<file path="config.mk">
export PLATFORM = sky130hd
export DESIGN_NAME = delta_list_timer_queue_unit
export DESIGN_NICKNAME = d
export VERILOG_FILES = /design/src/dltq_pkg.sv /design/src/delta_list_timer_queue_unit.sv
export SDC_FILE = /design/constraint.sdc
export NUM_CORES = 2
export LEC_CHECK = 0
export BUFFER_PORTS_ARGS = -buffer_cell sky130_fd_sc_hd__buf_2
export CAP_MARGIN = 20
export CORE_MARGIN = 2
export CORE_UTILIZATION = 40
export DETAILED_ROUTE_END_ITERATION = 16
export SLEW_MARGIN = 0
export SYNTH_ARGS = -nofsm -noshare
export SYNTH_HDL_FRONTEND = slang
export SYNTH_SLANG_ARGS = --single-unit
</file>
<file path="constraint.sdc">
create_clock -name aclk -period 6.04 [get_ports aclk]
set_input_delay 0.302 -clock aclk [delete_from_list [all_inputs] [get_ports aclk]]
set_output_delay 0.302 -clock aclk [all_outputs]
set_load 0.02 [all_outputs]
</file>
<file path="src/dltq_pkg.sv">
`timescale 1ns / 1ps

package dltq_pkg;

    localparam int ID_W     = 6;
    localparam int ID_COUNT = 2 ** ID_W;
    localparam int TICK_W   = 32;
    localparam int STATUS_W = 2;
    localparam int POS_W    = 7;

    typedef enum logic [STATUS_W-1:0] {
        STATUS_OK,
        STATUS_FULL,
        STATUS_QUEUED,
        STATUS_NOT_QUEUED
    } status_t;

    typedef enum logic {
        KIND_INSERT,
        KIND_REMOVE
    } kind_t;

    typedef enum logic [3:0] {
        ST_IDLE,
        ST_INS_WALK,
        ST_INS_W_ID,
        ST_INS_W_CUR,
        ST_INS_W_PREV,
        ST_RM_SELF,
        ST_RM_WALK,
        ST_RM_NXT,
        ST_RM_W_NXT,
        ST_RM_W_PREV,
        ST_DONE
    } state_t;

endpackage

</file>
<file path="src/delta_list_timer_queue_unit.sv">
// Sequence: an insert walks the list from the head to its place, then writes its own entry,
//   its follower and its predecessor or the head; a remove reads its own entry, walks back to
//   the head to count its position, then rewrites its follower (unless it is the tail) and predecessor.
// Throughput: one item at a time, one list entry a cycle through the single-port-read
//   entry memory.
// Reset: synchronous, active low; empties the list and clears the queued marks. The entry
//   memory is not cleared and needs no clearing pass.
`timescale 1ns / 1ps

module delta_list_timer_queue_unit
    import dltq_pkg::*;
#(
    parameter int MAX_THREADS = 64,
    parameter int DELAY_BITS  = 32
) (
    input  logic                aclk,
    input  logic                aresetn,
    input  logic                s_valid,
    output logic                s_ready,
    input  logic [0:0]          s_kind,
    input  logic [ID_W-1:0]     s_thread_id,
    input  logic [TICK_W-1:0]   s_sleep_ticks,
    output logic                m_valid,
    input  logic                m_ready,
    output logic [STATUS_W-1:0] m_status,
    output logic [POS_W-1:0]    m_position,
    output logic [TICK_W-1:0]   m_stored_delta
);

    localparam int IDX_W  = (MAX_THREADS > 1) ? $clog2(MAX_THREADS) : 1;
    localparam int LINK_W = $clog2(MAX_THREADS + 1);
    localparam logic [LINK_W-1:0] NIL = LINK_W'(MAX_THREADS);

    typedef struct packed {
        logic [LINK_W-1:0]     nxt;
        logic [LINK_W-1:0]     prv;
        logic [DELAY_BITS-1:0] delta;
    } word_t;

    // entry memory
    word_t entry_mem [MAX_THREADS];
    word_t rd_data_reg;
    logic             mem_re;
    logic [IDX_W-1:0] mem_raddr;
    logic             mem_we;
    logic [IDX_W-1:0] mem_waddr;
    word_t            mem_wdata;

    // control state
    state_t              state_reg, state_next;
    logic [LINK_W-1:0]   head_reg, head_next;
    logic [LINK_W-1:0]   entry_count_reg, entry_count_next;
    logic [ID_COUNT-1:0] queued_reg, queued_next;
    logic                m_valid_reg, m_valid_next;

    // working registers
    logic [ID_W-1:0]       id_reg, id_next;
    logic [DELAY_BITS-1:0] rem_reg, rem_next;
    logic [LINK_W-1:0]     pos_reg, pos_next;
    logic [LINK_W-1:0]     prev_reg, prev_next;
    logic [LINK_W-1:0]     cur_reg, cur_next;
    status_t               status_reg, status_next;
    word_t                 prev_word_reg, prev_word_next;
    word_t                 self_word_reg, self_word_next;
    status_t               m_status_reg, m_status_next;
    logic [LINK_W-1:0]     m_pos_reg, m_pos_next;
    logic [TICK_W-1:0]     m_delta_reg, m_delta_next;

    logic                  accept;
    logic                  out_free;
    logic [LINK_W-1:0]     pos_inc;
    logic [LINK_W-1:0]     id_link;
    logic [IDX_W-1:0]      id_addr;
    logic [DELAY_BITS:0]   sum_w;
    logic [DELAY_BITS-1:0] sum_sat;
    logic                  walk_stop;

    assign s_ready        = (state_reg == ST_IDLE);
    assign accept         = s_valid && s_ready;
    assign out_free       = !m_valid_reg || m_ready;
    assign m_valid        = m_valid_reg;
    assign m_status       = m_status_reg;
    assign m_position     = POS_W'(m_pos_reg);
    assign m_stored_delta = m_delta_reg;

    assign pos_inc   = pos_reg + LINK_W'(1);
    assign id_link   = LINK_W'(id_reg);
    assign id_addr   = IDX_W'(id_reg);
    assign sum_w     = {1'b0, rd_data_reg.delta} + {1'b0, self_word_reg.delta};
    assign sum_sat   = sum_w[DELAY_BITS] ? '1 : sum_w[DELAY_BITS-1:0];
    assign walk_stop = (rd_data_reg.nxt >= NIL) || (pos_inc >= NIL);

    always_ff @(posedge aclk) begin
        if (mem_we) begin
            entry_mem[mem_waddr] <= mem_wdata;
        end
        if (mem_re) begin
            rd_data_reg <= entry_mem[mem_raddr];
        end
    end

    // next state
    always_comb begin
        state_next = state_reg;
        case (state_reg)
            ST_IDLE: begin
                if (accept) begin
                    if (s_kind == KIND_INSERT) begin
                        if (s_thread_id >= MAX_THREADS || queued_reg[s_thread_id]
                            || entry_count_reg >= NIL) begin
                            state_next = ST_DONE;
                        end else if (head_reg < NIL) begin
                            state_next = ST_INS_WALK;
                        end else begin
                            state_next = ST_INS_W_ID;
                        end
                    end else begin
                        if (s_thread_id >= MAX_THREADS || !queued_reg[s_thread_id]) begin
                            state_next = ST_DONE;
                        end else begin
                            state_next = ST_RM_SELF;
                        end
                    end
                end
            end
            ST_INS_WALK: begin
                if (rem_reg < rd_data_reg.delta || walk_stop) begin
                    state_next = ST_INS_W_ID;
                end
            end
            ST_INS_W_ID:   state_next = ST_INS_W_CUR;
            ST_INS_W_CUR:  state_next = ST_INS_W_PREV;
            ST_INS_W_PREV: state_next = ST_DONE;
            ST_RM_SELF: begin
                state_next = (rd_data_reg.prv < NIL) ? ST_RM_WALK : ST_RM_NXT;
            end
            ST_RM_WALK: begin
                if (rd_data_reg.prv >= NIL || pos_inc >= NIL) begin
                    state_next = ST_RM_NXT;
                end
            end
            ST_RM_NXT: begin
                state_next = (self_word_reg.nxt < NIL) ? ST_RM_W_NXT : ST_RM_W_PREV;
            end
            ST_RM_W_NXT:  state_next = ST_RM_W_PREV;
            ST_RM_W_PREV: state_next = ST_DONE;
            ST_DONE: begin
                if (out_free) begin
                    state_next = ST_IDLE;
                end
            end
            default: state_next = ST_IDLE;
        endcase
    end

    // datapath and memory control
    always_comb begin
        head_next        = head_reg;
        entry_count_next = entry_count_reg;
        queued_next      = queued_reg;
        m_valid_next     = m_valid_reg;
        id_next          = id_reg;
        rem_next         = rem_reg;
        pos_next         = pos_reg;
        prev_next        = prev_reg;
        cur_next         = cur_reg;
        status_next      = status_reg;
        prev_word_next   = prev_word_reg;
        self_word_next   = self_word_reg;
        m_status_next    = m_status_reg;
        m_pos_next       = m_pos_reg;
        m_delta_next     = m_delta_reg;
        mem_re           = 1'b0;
        mem_raddr        = '0;
        mem_we           = 1'b0;
        mem_waddr        = '0;
        mem_wdata        = '0;

        if (m_valid_reg && m_ready) begin
            m_valid_next = 1'b0;
        end

        case (state_reg)
            ST_IDLE: begin
                if (accept) begin
                    id_next     = s_thread_id;
                    pos_next    = '0;
                    prev_next   = NIL;
                    cur_next    = head_reg;
                    status_next = STATUS_OK;
                    if (s_kind == KIND_INSERT) begin
                        rem_next = DELAY_BITS'(s_sleep_ticks);
                        if (s_thread_id >= MAX_THREADS) begin
                            status_next = STATUS_FULL;
                            rem_next    = '0;
                        end else if (queued_reg[s_thread_id]) begin
                            status_next = STATUS_QUEUED;
                            rem_next    = '0;
                        end else if (entry_count_reg >= NIL) begin
                            status_next = STATUS_FULL;
                            rem_next    = '0;
                        end else if (head_reg < NIL) begin
                            mem_re    = 1'b1;
                            mem_raddr = head_reg[IDX_W-1:0];
                        end
                    end else begin
                        rem_next = '0;
                        if (s_thread_id >= MAX_THREADS || !queued_reg[s_thread_id]) begin
                            status_next = STATUS_NOT_QUEUED;
                        end else begin
                            mem_re    = 1'b1;
                            mem_raddr = IDX_W'(s_thread_id);
                        end
                    end
                end
            end
            ST_INS_WALK: begin
                // step past this entry unless the remaining delay lands ahead of it
                if (!(rem_reg < rd_data_reg.delta)) begin
                    rem_next       = rem_reg - rd_data_reg.delta;
                    prev_next      = cur_reg;
                    prev_word_next = rd_data_reg;
                    cur_next       = rd_data_reg.nxt;
                    pos_next       = pos_inc;
                    if (!walk_stop) begin
                        mem_re    = 1'b1;
                        mem_raddr = rd_data_reg.nxt[IDX_W-1:0];
                    end
                end
            end
            ST_INS_W_ID: begin
                mem_we          = 1'b1;
                mem_waddr       = id_addr;
                mem_wdata.nxt   = (cur_reg < NIL) ? cur_reg : NIL;
                mem_wdata.prv   = prev_reg;
                mem_wdata.delta = rem_reg;
            end
            ST_INS_W_CUR: begin
                // follower word is still held in the read register
                if (cur_reg < NIL) begin
                    mem_we          = 1'b1;
                    mem_waddr       = cur_reg[IDX_W-1:0];
                    mem_wdata.nxt   = rd_data_reg.nxt;
                    mem_wdata.prv   = id_link;
                    mem_wdata.delta = rd_data_reg.delta - rem_reg;
                end
            end
            ST_INS_W_PREV: begin
                if (prev_reg < NIL) begin
                    mem_we          = 1'b1;
                    mem_waddr       = prev_reg[IDX_W-1:0];
                    mem_wdata.nxt   = id_link;
                    mem_wdata.prv   = prev_word_reg.prv;
                    mem_wdata.delta = prev_word_reg.delta;
                end else begin
                    head_next = id_link;
                end
                queued_next[id_reg] = 1'b1;
                entry_count_next    = entry_count_reg + LINK_W'(1);
            end
            ST_RM_SELF: begin
                self_word_next = rd_data_reg;
                prev_next      = rd_data_reg.prv;
                if (rd_data_reg.prv < NIL) begin
                    mem_re    = 1'b1;
                    mem_raddr = rd_data_reg.prv[IDX_W-1:0];
                end
            end
            ST_RM_WALK: begin
                // count back to the head; the first word read is the predecessor
                if (pos_reg == '0) begin
                    prev_word_next = rd_data_reg;
                end
                pos_next = pos_inc;
                if (rd_data_reg.prv < NIL && pos_inc < NIL) begin
                    mem_re    = 1'b1;
                    mem_raddr = rd_data_reg.prv[IDX_W-1:0];
                end
            end
            ST_RM_NXT: begin
                if (self_word_reg.nxt < NIL) begin
                    mem_re    = 1'b1;
                    mem_raddr = self_word_reg.nxt[IDX_W-1:0];
                end
            end
            ST_RM_W_NXT: begin
                mem_we          = 1'b1;
                mem_waddr       = self_word_reg.nxt[IDX_W-1:0];
                mem_wdata.nxt   = rd_data_reg.nxt;
                mem_wdata.prv   = prev_reg;
                mem_wdata.delta = sum_sat;
                rem_next        = sum_sat;
            end
            ST_RM_W_PREV: begin
                if (prev_reg < NIL) begin
                    mem_we          = 1'b1;
                    mem_waddr       = prev_reg[IDX_W-1:0];
                    mem_wdata.nxt   = (self_word_reg.nxt < NIL) ? self_word_reg.nxt : NIL;
                    mem_wdata.prv   = prev_word_reg.prv;
                    mem_wdata.delta = prev_word_reg.delta;
                end else begin
                    head_next = (self_word_reg.nxt < NIL) ? self_word_reg.nxt : NIL;
                end
                queued_next[id_reg] = 1'b0;
                if (entry_count_reg != '0) begin
                    entry_count_next = entry_count_reg - LINK_W'(1);
                end
            end
            ST_DONE: begin
                if (out_free) begin
                    m_valid_next  = 1'b1;
                    m_status_next = status_reg;
                    m_pos_next    = (status_reg == STATUS_OK) ? pos_reg : '0;
                    m_delta_next  = TICK_W'(rem_reg);
                end
            end
            default: begin
            end
        endcase
    end

    always_ff @(posedge aclk) begin
        if (!aresetn) begin
            state_reg       <= ST_IDLE;
            head_reg        <= NIL;
            entry_count_reg <= '0;
            queued_reg      <= '0;
            m_valid_reg     <= 1'b0;
        end else begin
            state_reg       <= state_next;
            head_reg        <= head_next;
            entry_count_reg <= entry_count_next;
            queued_reg      <= queued_next;
            m_valid_reg     <= m_valid_next;
        end
    end

    always_ff @(posedge aclk) begin
        id_reg        <= id_next;
        rem_reg       <= rem_next;
        pos_reg       <= pos_next;
        prev_reg      <= prev_next;
        cur_reg       <= cur_next;
        status_reg    <= status_next;
        prev_word_reg <= prev_word_next;
        self_word_reg <= self_word_next;
        m_status_reg  <= m_status_next;
        m_pos_reg     <= m_pos_next;
        m_delta_reg   <= m_delta_next;
    end

`ifndef SYNTH
    a_count_matches_marks: assert property (@(posedge aclk) disable iff (!aresetn)
        $countones(queued_reg) == int'(entry_count_reg))
        else $error("entry count disagrees with queued marks");

    a_empty_iff_no_head: assert property (@(posedge aclk) disable iff (!aresetn)
        (entry_count_reg == '0) == (head_reg == NIL))
        else $error("head link disagrees with entry count");

    a_count_bounded: assert property (@(posedge aclk) disable iff (!aresetn)
        entry_count_reg <= NIL)
        else $error("entry count beyond list capacity");

    a_error_beat_zero: assert property (@(posedge aclk) disable iff (!aresetn)
        m_valid && m_status != STATUS_OK |-> m_position == '0 && m_stored_delta == '0)
        else $error("error beat carries position or delta");
`endif

endmodule
</file>
# ---- Word-level counts from Yosys, hierarchy flattened
# Memories as Yosys holds them, arrays and structs flattened. A register that Yosys moved wholly into a read port is not among the register bits.
# Index checks and enable logic that the tools add are counted.
dict set report op_classes {
  n_lt_le_gt_ge 14
  n_addsub 6
  muxes 85
  n_reduce_logical 32
  bitwise_logic 3
  n_eq_ne 19
}
# op count
set ops {}
lappend ops {{case mux 46 bit (5 select lines)} 1}
lappend ops {{two-way mux 32 bit} 6}
lappend ops {{case mux 64 bit (2 select lines)} 1}
lappend ops {{case mux 32 bit (3 select lines)} 1}
lappend ops {{two-way mux 46 bit} 2}
lappend ops {{two-way mux 39 bit} 2}
lappend ops {{two-way mux 6 bit} 13}
lappend ops {{case mux 39 bit (2 select lines)} 1}
lappend ops {{two-way mux 7 bit} 11}
lappend ops {{bitwise AND 64 bit} 1}
lappend ops {{inverter 64 bit} 1}
lappend ops {{bitwise OR 64 bit} 1}
lappend ops {{subtractor 32 bit} 2}
lappend ops {{two-way mux 45 bit} 1}
lappend ops {{< comparator 7 bit (second input constant)} 6}
lappend ops {{case mux 7 bit (2 select lines)} 3}
lappend ops {{case mux 7 bit (3 select lines)} 2}
lappend ops {{case mux 4 bit (10 select lines)} 1}
lappend ops {{adder 32 x 32 -> 33 bit} 1}
lappend ops {{< comparator 32 bit} 1}
lappend ops {{case mux 6 bit (5 select lines)} 1}
lappend ops {{greater-or-equal comparator 7 bit (second input constant)} 4}
lappend ops {{two-way mux 4 bit} 7}
lappend ops {{case mux 6 bit (4 select lines)} 1}
lappend ops {{29 further kinds} 88}
dict set report word_totals {
  ramBits 2944
  output_inout_bits 43
  elab_cells 178
  in_bits 43
  regBits 263
  memories 1
}
# memory words word_bits read_ports rd_ports_with_merged_regs wr line_no
set mem_list {}
lappend mem_list {entry_mem 64 46 1 1 1 delta_list_timer_queue_unit.sv:41} ;# word_t entry_mem [MAX_THREADS];

# ---- Longest topological paths before layout
dict set report logic_depth {
  word_depth 7
  depth_mapped 21
  ltp_nobuf 17
}

# ---- Least setup slack after synthesis
# No wires, ideal clock.
dict set report synth_timing {
  kind {reg2reg}
  from {register rd_data_reg[0] (netlist name)}
  to {memory entry_mem[0][28] (netlist bit) (data pin)}
  t_arrival_ns 4.752
  stages_incl_launch_ff 18
  n_path_buf 0
  setup_ns 0.542
  t_required_ns 5.498
  synth_period_minus_slack_ns 5.294
  path_slack_ns 0.746
  cell_sequence {edfxtp_1 > inv_1 > ha_1 > inv_1 > fa_1 > a21oi_1 > o21bai_1 > a21boi_0 > o31ai_1 > nand2_1 > a21oi_1 > a21boi_0 > o21bai_1 > a21oi_1 > o21bai_1 > a221oi_1 > xor2_1 > o211ai_1}
}
# element line_no
set synth_rtl {}
lappend synth_rtl {{end, declared} delta_list_timer_queue_unit.sv:41}

# ---- Worst setup path in the final report
dict set report layout_timing {
  from {input port s_thread_id[1]}
  to {register rd_data_reg[9] (netlist name)}
}
dict set report layout_via {
  elab_chain_cells 6
  word_cells_on_any_way 12
  cone_classes {mux (12)}
}
# element line_no
set layout_rtl {}
lappend layout_rtl {{start, declared} delta_list_timer_queue_unit.sv:21} ;# input logic [ID_W-1:0] s_thread_id,
lappend layout_rtl {{binary-select mux 1 bit (select 6 bit)} {delta_list_timer_queue_unit.sv:196, delta_list_timer_queue_unit.sv:208}}
lappend layout_rtl {{two-way mux 1 bit (implied by the code)} {delta_list_timer_queue_unit.sv:196, delta_list_timer_queue_unit.sv:208}}
lappend layout_rtl {{two-way mux 6 bit, or another cell as far along} delta_list_timer_queue_unit.sv:196} ;# end else if (queued_reg[s_thread_id]) begin
lappend layout_rtl {{two-way mux 6 bit or two-way mux 1 bit (tied branches)} delta_list_timer_queue_unit.sv:191} ;# if (s_kind == KIND_INSERT) begin
lappend layout_rtl {{two-way mux 6 bit or two-way mux 1 bit (tied branches)} delta_list_timer_queue_unit.sv:185} ;# if (accept) begin
lappend layout_rtl {{case mux 6 bit (5 select lines) or case mux 1 bit (5 select lines) (tied branches)} delta_list_timer_queue_unit.sv:183} ;# case (state_reg)
# Several ways; a longest one is shown, not always the timed one. The select of a mux whose other input is x is not followed.
# A chain may end at the register's enable or synchronous reset.

==> flow_summary_export.csv <==
group,metric,value,unit
synth,avgSynthCellArea,12.62,sq um
layout,fin_cells,15520,
min_path,holdCritPathClass,"in -> reg",
route,avgRoutedWirePerCell,25.85,um
floorplanning,io_pins,86,
floorplanning,coreArea,330300,sq um
layout,largest_reg_flops,2944,
clock_network,htreeDepth,5,
critical_path,worst_ep_arrival_time,6.59,ns
critical_path,crit_required,6.68,ns
route,vias,89680,
synth,yosysWarnings,0,
global_route,grt_usage,23.12,%
timing,worst_pin_slew,1.109,ns
critical_path,startpoint_type,"primary input",
route,drt-initial-drc-count,11310,
route,dr.pass1.iters,6,
synth,synth-seq-cells,3253,
placement,dp_cells,14870,
synth,synthCells,10520,
synth,ys_seq_area_share,72.94,%
clock_network,cts_buffers,330,
clock_network,clockBufferDepth,4,
critical_path,rr_worst_depth,17,
synth,synth-main-ff-cell,"edfxtp_1",
layout,area_growth,16.13,%
critical_path,crit_end,"rd_data_reg[9]$_DFFE_PP_",
clock_network,clock_latency,0.90,ns
critical_path,critPathCaptureType,"flop",
global_route,grt_pass1_vias,86220,
timing,setup_violations,0,
layout,layout_common_cells,"3170 x edfxtp_1, 3053 x nand2_1, 764 x nand3_1",
power_and_ir_drop,cellLeakagePower,54.21,nW
synth,synthesis.nets,10670,
placement,gp_congestion,0.8686,
layout,final_util,46.69,%
synth,syn_area,132800,sq um
critical_path,path_max_fanout,20,
critical_path,ff2ff_setup_slack,0.15,ns
layout,final_common_cell,"edfxtp_1",
floorplanning,start_util,40.20,%
floorplanning,die_area,336600,sq um
clock_network,clk_pin_slew,0.06,ns
clock_network,cts_tree,"built",
route,antenna_left,0,
global_route,antenna_found_initial,19,
run_status,outcome,"finished clean",
clock_network,clockRootBuffer,"clkbuf_16",
floorplanning,die_x,580.2,um
timing,drv_slew,0,
route,drc_errors,0,
floorplanning,fp.dieH,580.2,um
critical_path,crit_type,"in -> reg",
clock_network,clkSinkCount,3253,
global_route,grt_overflow_total,0,
layout,fill_cells,28640,
layout,nNetsFinal,11050,
power_and_ir_drop,ir_drop,0.2433,mV
floorplanning,num_rows,211,
timing,hold_viol,0,
placement,port_buffers,85,
synth,async_flop_share,0,%
timing,fin_crit_sh,98.45,%
synth,synth.distinct_cells,73,
timing,setup_tns,0,ns
synth,synth_edf_count,3170,
placement,dp_hpwl,227700,um
timing,fmax,168.2,MHz
critical_path,startpoint,"s_thread_id[1]",
critical_path,worstReg2RegStart,"rd_data_reg[25]$_DFFE_PP_",
global_route,grt_start_max_net_pins,98,
timing,min_period,5.946,ns
run,maxCapViolations,0,
timing,relSlewSlack,25.38,%
layout,drive_gt1_share,11.88,%
global_route,grt_pass1_wl,584300,um
route,via_per_inst,5.778,
route,routed_wl,401100,um
timing,fin_skew,0.06126,ns
power_and_ir_drop,p_per_area,426.7,nW/um^2
critical_path,r2r-end,"rd_data_reg[9]$_DFFE_PP_",
-- cell families after synthesis --
family                   after synthesis  share of synthesized area (%)
AND/OR/NAND/NOR                     4749                          15.55
flip-flops                          3253                          72.94
AO/OA/AOI/OAI                       1508                          7.135
buffers and inverters                776                          2.359
adder cells (fa/ha/maj)              107                          1.031
XOR/XNOR                              95                         0.6266
multiplexers                          32                         0.3581
-- how the worst min path moves through the flow --
stage / start / endpoint / slack [ns] / cells after the start
floorplan: s_thread_id[0] / id_addr[0]$_DFFE_PP_ / 0.40 / 0
global route: s_valid / prev_reg[4]$_DFFE_PP_ / 0.05 / 4
detailed placement: rem_reg[21]$_DFFE_PP_ / m_stored_delta[21]$_DFFE_PP_ / 0.51 / 0
CTS: s_valid / prev_reg[6]$_DFFE_PP_ / 0.005 / 4
finish: s_valid / prev_reg[5]$_DFFE_PP_ / 0.09 / 4
global placement: flop / flop / 0.50 / 2
-- report_power, final --
group	total, mW	leakage, nW	switching, mW	internal, mW
sequential	30.9	29.9	0.675	30.2
combinational	15.1	19.4	10.8	4.29
clock	19.8	5.01	8.55	11.3
total	65.8	54.2	20.1	45.7
-- repair_timing --
item	in CTS	in global routing
hold buffers	42	0
setup buffers	2	8
resized for setup	6	17
pin swaps	0	3
endpoints found under the hold margin	42	0
endpoints found under the setup margin	45	38
gates cloned	0	1
-- worst max-delay path, stage by stage --
cell	delay, ns
dlygate4sd3_1	0.52
buf_2	0.57
mux4_2	0.60
mux2_2	0.27
a31oi_1	0.18
and3_1	0.27
mux2_2	0.27
mux2i_1	0.11
a222oi_1	0.87
o21ai_2	0.19
nor2_1	0.60
nand2_4	0.39
buf_12	0.31
o22ai_1	0.56
nor4_1	0.15
buf_4	0.17
and3_1	0.17
-- through the flow --
stage	hold WS [ns]	area, sq um	power (mW)	worst slack (ns)
6_report	0.08998	154200	65.80	0.09366
5_1_grt	0.04824	154200	68.05	-0.01702
4_1_cts	0.004906	153900	65.71	0.007411
3_5_place_dp	0.5086	143200	46.04	-0.6764
3_3_place_gp	0.4992	143000	45.63	-1.482
2_1_floorplan	0.4009	132800	39.19	0.7458
-- Yosys cell counts (68+ instances only) --
library cell | count | share of area, %
a21oi_1 | 510 | 1.9
a311oi_1 | 68 | 0.45
a31oi_1 | 377 | 1.8
and3_1 | 426 | 2.0
buf_2 | 169 | 0.64
clkbuf_1 | 476 | 1.3
dfxtp_1 | 83 | 1.3
edfxtp_1 | 3170 | 72
ha_1 | 103 | 0.97
inv_1 | 105 | 0.30
nand2_1 | 3079 | 8.7
nand3_1 | 773 | 2.9
nor2_1 | 157 | 0.44
nor4_1 | 145 | 0.68
o21ai_0 | 76 | 0.29
o22ai_1 | 184 | 0.87
-- per-layer routing --
layer  share of wire, %  vias up  track usage, %  wire length, um
met5              0.011        -               0               46
met4                2.7        6           6.161            10640
met3                9.3      678           3.639            37250
met2                 48     4353           38.18           190800
met1                 40    45200           31.75           162400
li1                   -    39440               -                -
-- area by class of cell --
cell class	instances	area, sq um	area share (%)
Sequential cell	3253	96850	62.81
Multi-Input combinational cell	6491	33910	21.99
Clock buffer	412	8712	5.650
Timing Repair Buffer	718	7352	4.768
Tap cell	4366	5463	3.543
Clock inverter	169	1503	0.9745
Inverter	107	401.6	0.2605
Antenna cell	3	7.507	0.004869
No activity file was read; power rests on OpenSTA's default activity.
